<file path="config.mk">
export PLATFORM = sky130hd
export DESIGN_NAME = gait_step_and_freeze_detector
export DESIGN_NICKNAME = d
export VERILOG_FILES = /design/src/gsfd_pkg.sv /design/src/gsfd_fifo.sv /design/src/gsfd_front.sv /design/src/gsfd_back.sv /design/src/gait_step_and_freeze_detector.sv
export VERILOG_INCLUDE_DIRS = /design/src /design/src/src
export SDC_FILE = /design/constraint.sdc
export NUM_CORES = 2
export LEC_CHECK = 0
export ABC_AREA = 0
export BUFFER_PORTS_ARGS = -buffer_cell sky130_fd_sc_hd__buf_2
export CELL_PAD_IN_SITES_DETAIL_PLACEMENT = 1
export CELL_PAD_IN_SITES_GLOBAL_PLACEMENT = 1
export CORE_MARGIN = 2
export CORE_UTILIZATION = 55
export DETAILED_ROUTE_END_ITERATION = 10
export PLACE_DENSITY_LB_ADDON = 0.1
export RECOVER_POWER = 50
export SLEW_MARGIN = 20
export SYNTH_ARGS = -nofsm -noshare
export SYNTH_HDL_FRONTEND = slang
export SYNTH_SLANG_ARGS = --single-unit
export TNS_END_PERCENT = 50
</file>
<file path="constraint.sdc">
create_clock -name clk_i -period 11.05 [get_ports clk_i]
set_clock_uncertainty 0.05 [all_clocks]
set_input_delay 2.7625 -clock clk_i [delete_from_list [all_inputs] [get_ports clk_i]]
set_output_delay 2.7625 -clock clk_i [all_outputs]
set_load 0.05 [all_outputs]
</file>
<file path="src/gait_step_and_freeze_detector_assert.svh">
// Assertion macros shared by the gait detector RTL.
// Needs clk_i and rst_ni in the scope where a macro is used.
`ifndef GAIT_STEP_AND_FREEZE_DETECTOR_ASSERT_SVH
`define GAIT_STEP_AND_FREEZE_DETECTOR_ASSERT_SVH

// Property must hold at every clock edge outside reset.
`define GSFD_ASSERT(lbl, prop, msg) \
  lbl: assert property (@(posedge clk_i) disable iff (!rst_ni) prop) \
    else $error(msg);

// Condition must never be seen outside reset.
`define GSFD_ASSERT_NEVER(lbl, cond, msg) \
  lbl: assert property (@(posedge clk_i) disable iff (!rst_ni) !(cond)) \
    else $error(msg);

`endif

</file>
<file path="src/gsfd_pkg.sv">
// Package for the gait step and freeze detector: widths, codes, reset values
// and the structs passed between front, back, queues and top. No dependencies.
`timescale 1ns / 1ps
`default_nettype none

package gsfd_pkg;

  localparam int unsigned SampleW   = 16;
  localparam int unsigned MagW      = 16;
  localparam int unsigned SumW      = 32;
  localparam int unsigned CountW    = 32;
  localparam int unsigned StepW     = 16;
  localparam int unsigned CfgW      = 16;
  localparam int unsigned CfgIdxW   = 3;

  typedef enum logic [1:0] {
    MODE_START      = 2'd0,
    MODE_STATIONARY = 2'd1,
    MODE_WALKING    = 2'd2,
    MODE_FREEZING   = 2'd3
  } gait_mode_e;

  typedef enum logic [CfgIdxW-1:0] {
    REG_ONE_G_LEVEL    = 3'd0,
    REG_STEP_THRESHOLD = 3'd1,
    REG_MIN_STEP_GAP   = 3'd2,
    REG_FREEZE_GAP     = 3'd3,
    REG_CADENCE_FACTOR = 3'd4
  } cfg_reg_e;

  localparam logic [CfgW-1:0] OneGLevelRst     = 16'd16393;
  localparam logic [CfgW-1:0] StepThresholdRst = 16'd3279;
  localparam logic [CfgW-1:0] MinStepGapRst    = 16'd26;
  localparam logic [CfgW-1:0] FreezeGapRst     = 16'd104;
  localparam logic [CfgW-1:0] CadenceFactorRst = 16'd156;

  typedef struct packed {
    logic [CfgW-1:0] one_g_level;
    logic [CfgW-1:0] step_threshold;
    logic [CfgW-1:0] min_step_gap;
    logic [CfgW-1:0] freeze_gap;
    logic [CfgW-1:0] cadence_factor;
  } gsfd_cfg_t;

  typedef struct packed {
    logic             step_found;
    gait_mode_e       gait_mode;
    logic [StepW-1:0] steps_so_far;
    logic             freeze_began;
    logic             freeze_ended;
  } gsfd_res_t;

  localparam int unsigned ResW = $bits(gsfd_res_t);

endpackage

`default_nettype wire

</file>
<file path="src/gsfd_fifo.sv">
// Small register FIFO used for the magnitude queue and the result queue.
// Depends on the assertion header only.
`timescale 1ns / 1ps
`default_nettype none
`include "gait_step_and_freeze_detector_assert.svh"

module gsfd_fifo #(
  parameter int unsigned Width = 1,
  parameter int unsigned Depth = 2
) (
  input  logic             clk_i,
  input  logic             rst_ni,
  input  logic             push_i,
  output logic             full_o,
  input  logic [Width-1:0] data_i,
  input  logic             pop_i,
  output logic             empty_o,
  output logic [Width-1:0] data_o
);

  localparam int unsigned PtrW = (Depth > 1) ? $clog2(Depth) : 1;
  localparam int unsigned CntW = $clog2(Depth + 1);
  localparam logic [PtrW-1:0] PtrLast = PtrW'(Depth - 1);

  logic [Width-1:0] mem_q [Depth];
  logic [PtrW-1:0]  wr_ptr_q, rd_ptr_q;
  logic [CntW-1:0]  count_q;
  logic             do_push, do_pop;

  assign full_o  = (count_q == CntW'(Depth));
  assign empty_o = (count_q == '0);
  assign do_push = push_i && !full_o;
  assign do_pop  = pop_i && !empty_o;
  assign data_o  = mem_q[rd_ptr_q];

  always_ff @(posedge clk_i or negedge rst_ni) begin
    if (!rst_ni) begin
      wr_ptr_q <= '0;
      rd_ptr_q <= '0;
      count_q  <= '0;
    end else begin
      if (do_push) begin
        wr_ptr_q <= (wr_ptr_q == PtrLast) ? '0 : wr_ptr_q + 1'b1;
      end
      if (do_pop) begin
        rd_ptr_q <= (rd_ptr_q == PtrLast) ? '0 : rd_ptr_q + 1'b1;
      end
      if (do_push && !do_pop) begin
        count_q <= count_q + 1'b1;
      end else if (do_pop && !do_push) begin
        count_q <= count_q - 1'b1;
      end
    end
  end

  always_ff @(posedge clk_i) begin
    if (do_push) begin
      mem_q[wr_ptr_q] <= data_i;
    end
  end

  `GSFD_ASSERT(a_count_bound, (count_q <= CntW'(Depth)), "fifo count beyond depth")
  `GSFD_ASSERT(a_push_grows, (do_push && !do_pop |=> count_q == $past(count_q) + 1'b1), "fifo lost a word")

endmodule

`default_nettype wire

</file>
<file path="src/gsfd_front.sv">
// Front end: takes a sample, sums the squared axes with one multiplier and
// takes the integer square root one bit pair a cycle. Uses gsfd_pkg.
`timescale 1ns / 1ps
`default_nettype none
`include "gait_step_and_freeze_detector_assert.svh"

module gsfd_front (
  input  logic                              clk_i,
  input  logic                              rst_ni,
  input  logic                              push_i,
  output logic                              full_o,
  input  logic signed [gsfd_pkg::SampleW-1:0] accel_x_i,
  input  logic signed [gsfd_pkg::SampleW-1:0] accel_y_i,
  input  logic signed [gsfd_pkg::SampleW-1:0] accel_z_i,
  output logic                              mag_valid_o,
  input  logic                              mag_ready_i,
  output logic [gsfd_pkg::MagW-1:0]         mag_o
);
  import gsfd_pkg::*;

  typedef enum logic [3:0] {
    F_IDLE   = 4'b0001,
    F_SQUARE = 4'b0010,
    F_ROOT   = 4'b0100,
    F_PUSH   = 4'b1000
  } front_state_e;

  localparam int unsigned AxisCnt = 3;
  localparam int unsigned AxisW   = $clog2(AxisCnt);
  localparam logic [AxisW-1:0] AxisLast = AxisW'(AxisCnt - 1);
  localparam logic [SumW-1:0]  RootTop  = SumW'(1) << (SumW - 2);

  function automatic logic [SampleW-1:0] abs_raw(input logic signed [SampleW-1:0] v);
    abs_raw = v[SampleW-1] ? (SampleW'(~v) + SampleW'(1)) : SampleW'(v);
  endfunction

  front_state_e     state_q, state_d;
  logic [AxisW-1:0] axis_q;
  logic [SampleW-1:0] abs_q [AxisCnt];
  logic [SumW-1:0]  rem_q, root_q, bit_q;
  logic [SumW-1:0]  square, trial;

  assign full_o      = (state_q != F_IDLE);
  assign mag_valid_o = (state_q == F_PUSH);
  assign mag_o       = root_q[MagW-1:0];
  assign square      = SumW'(abs_q[0]) * SumW'(abs_q[0]);
  assign trial       = root_q + bit_q;

  always_comb begin
    state_d = state_q;
    unique case (state_q)
      F_IDLE:   if (push_i) state_d = F_SQUARE;
      F_SQUARE: if (axis_q == AxisLast) state_d = F_ROOT;
      F_ROOT:   if (bit_q[0]) state_d = F_PUSH;
      F_PUSH:   if (mag_ready_i) state_d = F_IDLE;
      default:  state_d = F_IDLE;
    endcase
  end

  always_ff @(posedge clk_i or negedge rst_ni) begin
    if (!rst_ni) begin
      state_q <= F_IDLE;
      axis_q  <= '0;
    end else begin
      state_q <= state_d;
      if (state_q == F_SQUARE) begin
        axis_q <= (axis_q == AxisLast) ? '0 : axis_q + 1'b1;
      end
    end
  end

  // Datapath: operand shift line, running sum, then restoring root.
  always_ff @(posedge clk_i) begin
    if (state_q == F_IDLE && push_i) begin
      abs_q[0] <= abs_raw(accel_x_i);
      abs_q[1] <= abs_raw(accel_y_i);
      abs_q[2] <= abs_raw(accel_z_i);
      rem_q    <= '0;
    end
    if (state_q == F_SQUARE) begin
      rem_q <= rem_q + square;
      for (int i = 0; i < AxisCnt - 1; i++) begin
        abs_q[i] <= abs_q[i+1];
      end
      if (axis_q == AxisLast) begin
        root_q <= '0;
        bit_q  <= RootTop;
      end
    end
    if (state_q == F_ROOT) begin
      if (rem_q >= trial) begin
        rem_q  <= rem_q - trial;
        root_q <= (root_q >> 1) + bit_q;
      end else begin
        root_q <= root_q >> 1;
      end
      bit_q <= bit_q >> 2;
    end
  end

  `GSFD_ASSERT(a_root_fits, (state_q == F_PUSH |-> root_q[SumW-1:MagW] == '0), "root wider than magnitude")

endmodule

`default_nettype wire

</file>
<file path="src/gsfd_back.sv">
// Back end: step signal, peak detector, cadence product and gait mode
// machine, one magnitude word at a time. Uses gsfd_pkg.
`timescale 1ns / 1ps
`default_nettype none
`include "gait_step_and_freeze_detector_assert.svh"

module gsfd_back (
  input  logic                      clk_i,
  input  logic                      rst_ni,
  input  gsfd_pkg::gsfd_cfg_t       cfg_i,
  input  logic                      mag_valid_i,
  input  logic [gsfd_pkg::MagW-1:0] mag_i,
  output logic                      mag_pop_o,
  input  logic                      res_ready_i,
  output logic                      res_push_o,
  output gsfd_pkg::gsfd_res_t       res_o
);
  import gsfd_pkg::*;

  typedef enum logic [4:0] {
    B_IDLE = 5'b00001,
    B_SIG  = 5'b00010,
    B_DET  = 5'b00100,
    B_MUL  = 5'b01000,
    B_MODE = 5'b10000
  } back_state_e;

  back_state_e        state_q, state_d;
  gait_mode_e         mode_q, mode_d;
  logic [MagW-1:0]    prev_q, peak_q;
  logic               rising_q;
  logic [CountW-1:0]  sample_count_q, last_step_q;
  logic [StepW-1:0]   step_count_q;
  logic [MagW-1:0]    mag_q, sig_q;
  logic               step_q;
  logic [CountW-1:0]  prod_q, since_q;
  logic               began, ended, clear_steps;
  logic               step_ok;

  assign mag_pop_o  = (state_q == B_IDLE) && mag_valid_i && res_ready_i;
  assign res_push_o = (state_q == B_MODE);

  assign step_ok = (peak_q > cfg_i.step_threshold) &&
                   ((sample_count_q - last_step_q) > CountW'(cfg_i.min_step_gap));

  always_comb begin
    state_d = state_q;
    unique case (state_q)
      B_IDLE:  if (mag_pop_o) state_d = B_SIG;
      B_SIG:   state_d = B_DET;
      B_DET:   state_d = B_MUL;
      B_MUL:   state_d = B_MODE;
      B_MODE:  state_d = B_IDLE;
      default: state_d = B_IDLE;
    endcase
  end

  always_comb begin
    mode_d      = mode_q;
    began       = 1'b0;
    ended       = 1'b0;
    clear_steps = 1'b0;
    unique case (mode_q)
      MODE_START:      mode_d = MODE_STATIONARY;
      MODE_STATIONARY: if (step_q && prod_q > sample_count_q) mode_d = MODE_WALKING;
      MODE_WALKING: begin
        if (since_q > CountW'(cfg_i.freeze_gap)) begin
          mode_d = MODE_FREEZING;
          began  = 1'b1;
        end
      end
      MODE_FREEZING: begin
        clear_steps = 1'b1;
        if (step_q) begin
          mode_d = MODE_WALKING;
          ended  = 1'b1;
        end
      end
      default: mode_d = MODE_START;
    endcase
  end

  always_comb begin
    res_o.step_found   = step_q;
    res_o.gait_mode    = mode_d;
    res_o.steps_so_far = clear_steps ? '0 : step_count_q;
    res_o.freeze_began = began;
    res_o.freeze_ended = ended;
  end

  always_ff @(posedge clk_i or negedge rst_ni) begin
    if (!rst_ni) begin
      state_q        <= B_IDLE;
      mode_q         <= MODE_START;
      prev_q         <= '0;
      peak_q         <= '0;
      rising_q       <= 1'b0;
      sample_count_q <= '0;
      last_step_q    <= '0;
      step_count_q   <= '0;
    end else begin
      state_q <= state_d;
      if (state_q == B_SIG && sample_count_q != '1) begin
        sample_count_q <= sample_count_q + 1'b1;
      end
      if (state_q == B_DET) begin
        if (sig_q > prev_q) begin
          rising_q <= 1'b1;
          if (sig_q > peak_q) peak_q <= sig_q;
        end else if (rising_q && sig_q < prev_q) begin
          rising_q <= 1'b0;
          peak_q   <= '0;
          if (step_ok) begin
            if (step_count_q != '1) step_count_q <= step_count_q + 1'b1;
            last_step_q <= sample_count_q;
          end
        end
        prev_q <= sig_q;
      end
      if (state_q == B_MODE) begin
        mode_q <= mode_d;
        if (clear_steps) step_count_q <= '0;
      end
    end
  end

  always_ff @(posedge clk_i) begin
    if (mag_pop_o) begin
      mag_q <= mag_i;
    end
    if (state_q == B_SIG) begin
      sig_q <= (mag_q >= cfg_i.one_g_level) ? (mag_q - cfg_i.one_g_level)
                                            : (cfg_i.one_g_level - mag_q);
    end
    if (state_q == B_DET) begin
      step_q <= (sig_q <= prev_q) && rising_q && (sig_q < prev_q) && step_ok;
    end
    if (state_q == B_MUL) begin
      prod_q  <= CountW'(step_count_q) * CountW'(cfg_i.cadence_factor);
      since_q <= sample_count_q - last_step_q;
    end
  end

  `GSFD_ASSERT(a_step_marks_sample, (state_q == B_MODE && step_q |-> last_step_q == sample_count_q), "step not stamped")
  `GSFD_ASSERT_NEVER(a_freeze_flags, (res_push_o && res_o.freeze_began && res_o.freeze_ended), "freeze began and ended together")

endmodule

`default_nettype wire

</file>
<file path="src/gait_step_and_freeze_detector.sv">
// Top level of the gait step and freeze detector: configuration registers,
// front end, magnitude queue, back end and result queue.
// Depends on gsfd_pkg, gsfd_front, gsfd_fifo and gsfd_back.
//
//   channel   handshake                 payload
//   --------  ------------------------  ----------------------------------------
//   sample    push / full               accel_x_i, accel_y_i, accel_z_i
//   result    empty / pop               step_found_o, gait_mode_o, steps_so_far_o,
//                                       freeze_began_o, freeze_ended_o
//   config    valid / ready             cfg_index_i, cfg_data_i
//
// A sample passes through the shared squaring multiplier, the bit-pair square
// root and a hand-off state that waits while the magnitude queue is full;
// full stays high for that time, so a new word goes in only once the last
// has been handed on. The back end runs alongside, one word at a time.
// Reset is asynchronous, active low; it loads the register defaults and the
// start mode. A stalled result queue fills the magnitude queue, then holds
// the front end; configuration writes are always taken (ready is tied high).
`timescale 1ns / 1ps
`default_nettype none

module gait_step_and_freeze_detector #(
  parameter int unsigned MidDepth = 2,
  parameter int unsigned OutDepth = 2
) (
  input  logic                                clk_i,
  input  logic                                rst_ni,
  // sample words
  input  logic                                push,
  output logic                                full,
  input  logic signed [gsfd_pkg::SampleW-1:0] accel_x_i,
  input  logic signed [gsfd_pkg::SampleW-1:0] accel_y_i,
  input  logic signed [gsfd_pkg::SampleW-1:0] accel_z_i,
  // configuration writes
  input  logic                                valid,
  output logic                                ready,
  input  logic [gsfd_pkg::CfgIdxW-1:0]        cfg_index_i,
  input  logic [gsfd_pkg::CfgW-1:0]           cfg_data_i,
  // result words
  output logic                                empty,
  input  logic                                pop,
  output logic                                step_found_o,
  output logic [1:0]                          gait_mode_o,
  output logic [gsfd_pkg::StepW-1:0]          steps_so_far_o,
  output logic                                freeze_began_o,
  output logic                                freeze_ended_o
);
  import gsfd_pkg::*;

  gsfd_cfg_t       cfg_q;
  logic            mag_valid, mag_ready, mid_full, mid_empty, mag_pop;
  logic [MagW-1:0] front_mag, mid_mag;
  logic            res_push, out_full;
  gsfd_res_t       back_res, out_res;
  logic [ResW-1:0] out_data;

  // Register writes never stall; no backpressure needed.
  assign ready = 1'b1;

  always_ff @(posedge clk_i or negedge rst_ni) begin
    if (!rst_ni) begin
      cfg_q.one_g_level    <= OneGLevelRst;
      cfg_q.step_threshold <= StepThresholdRst;
      cfg_q.min_step_gap   <= MinStepGapRst;
      cfg_q.freeze_gap     <= FreezeGapRst;
      cfg_q.cadence_factor <= CadenceFactorRst;
    end else if (valid && ready) begin
      unique case (cfg_reg_e'(cfg_index_i))
        REG_ONE_G_LEVEL:    cfg_q.one_g_level    <= cfg_data_i;
        REG_STEP_THRESHOLD: cfg_q.step_threshold <= cfg_data_i;
        REG_MIN_STEP_GAP:   cfg_q.min_step_gap   <= cfg_data_i;
        REG_FREEZE_GAP:     cfg_q.freeze_gap     <= cfg_data_i;
        REG_CADENCE_FACTOR: cfg_q.cadence_factor <= cfg_data_i;
        default: ;  // unused indexes are dropped
      endcase
    end
  end

  // Front: magnitude of each sample.
  gsfd_front u_front (
    .clk_i       (clk_i),
    .rst_ni      (rst_ni),
    .push_i      (push),
    .full_o      (full),
    .accel_x_i   (accel_x_i),
    .accel_y_i   (accel_y_i),
    .accel_z_i   (accel_z_i),
    .mag_valid_o (mag_valid),
    .mag_ready_i (mag_ready),
    .mag_o       (front_mag)
  );

  assign mag_ready = !mid_full;

  // Decouples the root unit from the detector.
  gsfd_fifo #(
    .Width (MagW),
    .Depth (MidDepth)
  ) u_mid_fifo (
    .clk_i   (clk_i),
    .rst_ni  (rst_ni),
    .push_i  (mag_valid),
    .full_o  (mid_full),
    .data_i  (front_mag),
    .pop_i   (mag_pop),
    .empty_o (mid_empty),
    .data_o  (mid_mag)
  );

  // Back: step detection and gait mode.
  gsfd_back u_back (
    .clk_i       (clk_i),
    .rst_ni      (rst_ni),
    .cfg_i       (cfg_q),
    .mag_valid_i (!mid_empty),
    .mag_i       (mid_mag),
    .mag_pop_o   (mag_pop),
    .res_ready_i (!out_full),
    .res_push_o  (res_push),
    .res_o       (back_res)
  );

  // Result queue: the back end only starts a word when a slot is free.
  gsfd_fifo #(
    .Width (ResW),
    .Depth (OutDepth)
  ) u_out_fifo (
    .clk_i   (clk_i),
    .rst_ni  (rst_ni),
    .push_i  (res_push),
    .full_o  (out_full),
    .data_i  (back_res),
    .pop_i   (pop),
    .empty_o (empty),
    .data_o  (out_data)
  );

  assign out_res        = gsfd_res_t'(out_data);
  assign step_found_o   = out_res.step_found;
  assign gait_mode_o    = out_res.gait_mode;
  assign steps_so_far_o = out_res.steps_so_far;
  assign freeze_began_o = out_res.freeze_began;
  assign freeze_ended_o = out_res.freeze_ended;

endmodule

`default_nettype wire

</file>
After elaboration in Yosys (flattened, before gate mapping):

Memories as Yosys holds them, arrays and structs flattened. A register that Yosys moved wholly into a read port is not among the register bits.
Cells that the tools add are included.

* bits in writable memories: 122
* register bits after elaboration: 390
* output and inout port bits: 24
* logic and storage cells: 209
* memories kept: 3
* bits of input ports: 72

* bitwise logic cells: 6
* muxes and demuxes: 63
* reduce and logical (&&, ||, !) cells: 46
* multiply operators: 2
* eq/ne operators: 28
* magnitude comparators: 10
* add/sub/neg operators: 21

Memories
* u_front.abs_q: depth 3, width 16, read ports 3, clocked after memory_dff 0, write ports 3, line gsfd_front.sv:39 `logic [SampleW-1:0] abs_q [AxisCnt];`
* u_out_fifo.mem_q: depth 2, width 21, read ports 1, clocked after memory_dff 0, write ports 1, line gsfd_fifo.sv:25 `logic [Width-1:0] mem_q [Depth];`
* u_mid_fifo.mem_q: depth 2, width 16, read ports 1, clocked after memory_dff 1, write ports 1, line gsfd_fifo.sv:25

Operator list (count)
* 16-bit 2-to-1 mux: 17
* 32-bit 2-to-1 mux: 8
* 32-bit by 16-bit > comparator with 1-bit output: 2
* 16-bit by 16-bit multiplier with 32-bit output: 2
* 32-bit subtractor: 2
* 30-bit 2-to-1 mux: 2
* 16-bit by 2-bit adder with 16-bit output (second input constant): 3
* 16-bit > comparator: 3
* 16-bit inverter: 3
* 31-bit by 31-bit adder with 32-bit output: 1
* 32-bit by 1-bit adder with 32-bit output (second input constant): 1
* 32-bit by 31-bit adder with 32-bit output: 1
* 32-bit adder: 1
* 32-bit greater-or-equal comparator: 1
* 32-bit > comparator: 1
* 32-bit inequality test (second input constant): 1
* 16-bit subtractor: 2
* 29-bit 2-to-1 mux: 1
* 5-bit case mux with 4 select lines: 1
* 1-bit 2-to-1 mux: 19
* 1-bit logical AND: 18
* 16-bit by 1-bit adder with 16-bit output (second input constant): 1
* 16-bit greater-or-equal comparator: 1
* 16-bit less-or-equal comparator: 1
* other kinds (36): 83

Longest topological paths before layout:

* depth after elaboration: 9
* depth in mapped cells: 27
* depth with buffers taken out: 26

By module:

From an unflattened synthesis, not the netlist that was laid out.

* cell total of the unflattened synthesis: 4850
* area total of the unflattened synthesis: 47202.8 um^2

By module, submodules not included
* gsfd_back: seq. area each 5916.9 um^2, area an instance 22903.2 um^2, cells each 2490, instances 1
* gsfd_front: seq. area each 3664.8 um^2, area an instance 17976.0 um^2, cells each 2029, instances 1
* gait_step_and_freeze_detector: seq. area each 2028.2 um^2, area an instance 3123.0 um^2, cells each 178, instances 1
* gsfd_fifo at u_out_fifo: seq. area each 1361.3 um^2, area an instance 1798.0 um^2, cells each 84, instances 1
* gsfd_fifo at u_mid_fifo: seq. area each 1061.0 um^2, area an instance 1402.6 um^2, cells each 69, instances 1

Least setup slack after synthesis:

Ideal clock, no wire load.

* path kind: register -> register
* start: reg u_back.state_q[4]
* end: reg u_back.prod_q[0] (enable)
* data required time: 10356 ps
* cell stages (with the launch flop): 3
* arrival time: 6686 ps
* setup time: 644 ps
* buffers on the path: 1
* setup slack: 3671 ps
* path through: dfrtp_1 -> clkbuf_1 -> nor4_1

* longest elaborated chain between the ends: 1

RTL lines
* from (decl): line gsfd_back.sv:28 `back_state_e state_q, state_d;`
* from (signal assigned): line gsfd_back.sv:102 `state_q <= state_d;`
* 5-bit by 4-bit equality test with 1-bit output: line gsfd_back.sv:138 `if (state_q == B_MUL) begin`
* to (signal assigned): line gsfd_back.sv:139 `prod_q <= CountW'(step_count_q) * CountW'(cfg_i.cadence_factor);`
* to (decl): line gsfd_back.sv:36 `logic [CountW-1:0] prod_q, since_q;`

No other way between the ends.
A chain may end at the register's enable or synchronous reset.

Final worst setup path:

* start: reg u_back.step_count_q[6]
* end: reg u_back.prod_q[30], data pin

* longest elaborated chain between the ends: 1

RTL lines
* from (decl): line gsfd_back.sv:33 `logic [StepW-1:0] step_count_q;`
* from (signal assigned): line gsfd_back.sv:114 `if (step_count_q != '1) step_count_q <= step_count_q + 1'b1;`
* 16-bit by 16-bit multiplier with 32-bit output: line gsfd_back.sv:139

No other way between the ends.

==> qor.yml <==
logic_synthesis:
  syn_inst: 4844
  syn-num-nets: 5762
  yosys_warnings: 0
  async_reset_ff_share_pct: 41.72
  ys_seq_elements: 513
  syn_area_per_cell_um2: 9.582
  synth_top_cell_area_share_pct: 17.21
  synth_area_mm2: 0.04642
  synthFlopType: "edfxtp_1"
  synthTopCellsByArea: "edfxtp_1, fa_1, ha_1"
  yosysUniqueCellTypes: 85
  synth-edff-count: 266
  ys_seq_area_share_pct: 30.23
  yosysTopAreaCell: "edfxtp_1"
floorplan:
  core-area_mm2: 0.08356
  die_h_um: 294.5
  die_w_um: 294.5
  die-area_mm2: 0.08673
  io_pins: 96
  initial_core_util_pct: 55.55
  placementRows: 106
clocking:
  cts.sinks: 513
  cts.path.max_buffers: 3
  cts.hold.buffers_added: 0
  clk_latency_ns: 0.67
  cts_root_buffer: "clkbuf_16"
  h-tree-depth: 2
  cts_resized: 0
  cts_setup_buffers: 0
  cts_buffers: 59
  cts_tree: "yes"
  clkTransAtPathRegs_ns: 0.07
timing:
  finalMaxSlewViolations: 342
  period_minus_slack_ns: 7.850
  clock.fmax_mhz: 127.4
  period_share_pct: 71.04
  worst_pin_slew_ns: 4.061
  setup_violations: 0
  final-hold-violation-count: 0
  relSlewSlack_pct: -170.7
  rsz0062_at_grt: "false"
  worst_hold_slack_ns: 0.4517
  tns_ns: 0
cells_and_area:
  num-fill-cells: 9334
  nets: 5791
  drive_gt1_share_pct: 6.824
  synthToLayoutAreaGrowth_pct: 7.680
critical_path:
  crit_fanout: 21
  critPathCaptureType: "flip-flop"
  slowest_delay_ns: 0.82
  critPathKind: "reg2reg"
  cp.arrival_ns: 8.16
  cp_top_family: "adder cells"
  crit_required_ns: 11.36
  slowest_stage: "a41oi_1"
  cp_num_buf_inv: 6
  cp-start-kind: "flip-flop"
  path_common_cell: "inv_1"
global_routing:
  grt.total_usage_pct: 30.09
  grt-ovfl-total: 0
  grt_pass1_wl_mm: 207.1
  grt_max_degree: 77
  grt_antenna_before_repair: 1
  grt_pass1_vias: 38390
route:
  routed_wl_mm: 127.5
  ant_nets: 0
  wl_per_cell_um: 21.23
  drc: 0
  drt_pre_antenna_iters: 5
  vias_per_cell: 5.831
  vias: 35010
  first_iter_violations: 1911
placement:
  portBuffers: 94
  dpl.hpwl_mm: 98.13
  gp_congestion: 0.8728
outcome:
  status: "finished, violations left"
  violations: "max-capacitance violations, max-slew violations"
worst_hold_path:
  hp-class: "reg2reg"
job:
  drv_cap: 7
## layout make-up
| type | instances | area, µm² | share of cell area, % |
|---|---|---|---|
| Antenna cell | 1 | 2.502 | 0.005007 |
| Clock buffer | 84 | 1765 | 3.532 |
| Clock inverter | 28 | 370.4 | 0.7410 |
| Inverter | 816 | 3063 | 6.128 |
| Multi-Input combinational cell | 3359 | 28750 | 57.52 |
| Sequential cell | 513 | 14030 | 28.08 |
| Tap cell | 1080 | 1351 | 2.704 |
| Timing Repair Buffer | 124 | 649.4 | 1.299 |
## cell usage after synthesis, drive strengths merged (8+ instances only)
cell type  instances
dfstp             23
mux2              79
dfrtp            191
a31oi             46
nor4              23
nand3             52
a21oi            192
or2                8
and2             196
buf               21
and3              24
dfxtp             33
a21o              84
o21bai            30
nand2b            42
nor2             180
o211ai            14
fa               392
a31o              13
edfxtp           266
and4               8
nand2            535
nor2b             52
mux2i             35
o21a              49
or3               32
xor2             118
a311oi            13
o31ai             19
a211o              8
inv              815
nand4             54
o41ai             10
o21ai            255
xnor2            144
a221oi            18
a211oi            36
ha               454
o31a               8
or4               12
nor3              46
clkbuf           135
## metal layers
layer | up-vias | part of all wire, % | global-route usage [%]
met5 | - | 0 | 0
met4 | 0 | 3.0 | 9.233
met3 | 226 | 4.3 | 3.680
met2 | 746 | 51 | 53.70
met1 | 17910 | 42 | 38.06
li1 | 16130 | - | -
## cells in the final DEF, fill, tap and decap left out, types with 89 or more instances in the layout
| master | count |
|---|---|
| inv_1 | 815 |
| a21oi_1 | 192 |
| xor2_1 | 118 |
| o21ai_0 | 218 |
| buf_2 | 89 |
| edfxtp_1 | 266 |
| xnor2_1 | 144 |
| nor2_1 | 179 |
| ha_1 | 454 |
| and2_1 | 167 |
| dfrtp_1 | 191 |
| nand2_1 | 534 |
| fa_1 | 392 |
## state kept, by name, indices dropped and copies added, names as in the netlist, 32 cells and up
register / flops
u_mid_fifo.mem_q: 32
u_out_fifo.mem_q: 42
u_back.sample_count_q: 32
u_front.root_q: 32
u_front.rem_q: 32
u_front.abs_q: 48
u_back.since_q: 32
cfg_q: 80
u_back.last_step_q: 32
u_back.prod_q: 32
## kinds of logic (layout without fill, tap and decap cells)
family	Yosys count	count (layout)	synth area share, %
buffers and inverters	972	1052	7.914
AOI/OAI and AO/OA	844	844	11.53
other	1	2	0.008079
muxes	114	114	2.679
DFF	513	513	30.23
adders and majority gates	846	846	29.15
and+or+nand+nor	1292	1292	13.55
xor gates and xnor gates	262	262	4.944
## through the flow
step           setup slack [ns]  std cells  utilization, %  instance area, µm²
2_1_floorplan             3.671       4844               -               46420
3_3_place_gp              3.773       5889           57.37               47930
3_5_place_dp              3.455       5890           57.38               47940
4_1_cts                   3.291       6002           59.94               50080
5_1_grt                   2.781       6004           59.81               49980
6_report                  3.200       6005           59.82               49980
## path summary, 6_finish.rpt
path                                              from                        end  slack (ns)  depth (start not counted)
max in group asynchronous                       rst_ni  u_back.sample_count_q[22]        4.93                          2
min in group asynchronous                       rst_ni           u_back.peak_q[9]        3.41                          1
worst min-delay path               u_mid_fifo.wr_ptr_q        u_mid_fifo.wr_ptr_q        0.45                          1
worst max-delay path            u_back.step_count_q[6]          u_back.prod_q[30]        3.20                         25
worst min register to register     u_mid_fifo.wr_ptr_q        u_mid_fifo.wr_ptr_q        0.45                          1
worst max register to register  u_back.step_count_q[6]          u_back.prod_q[30]        3.20                         25
Power is not shown: default switching activity piles up to over one toggle a cycle in this logic, so the estimate is an artifact.
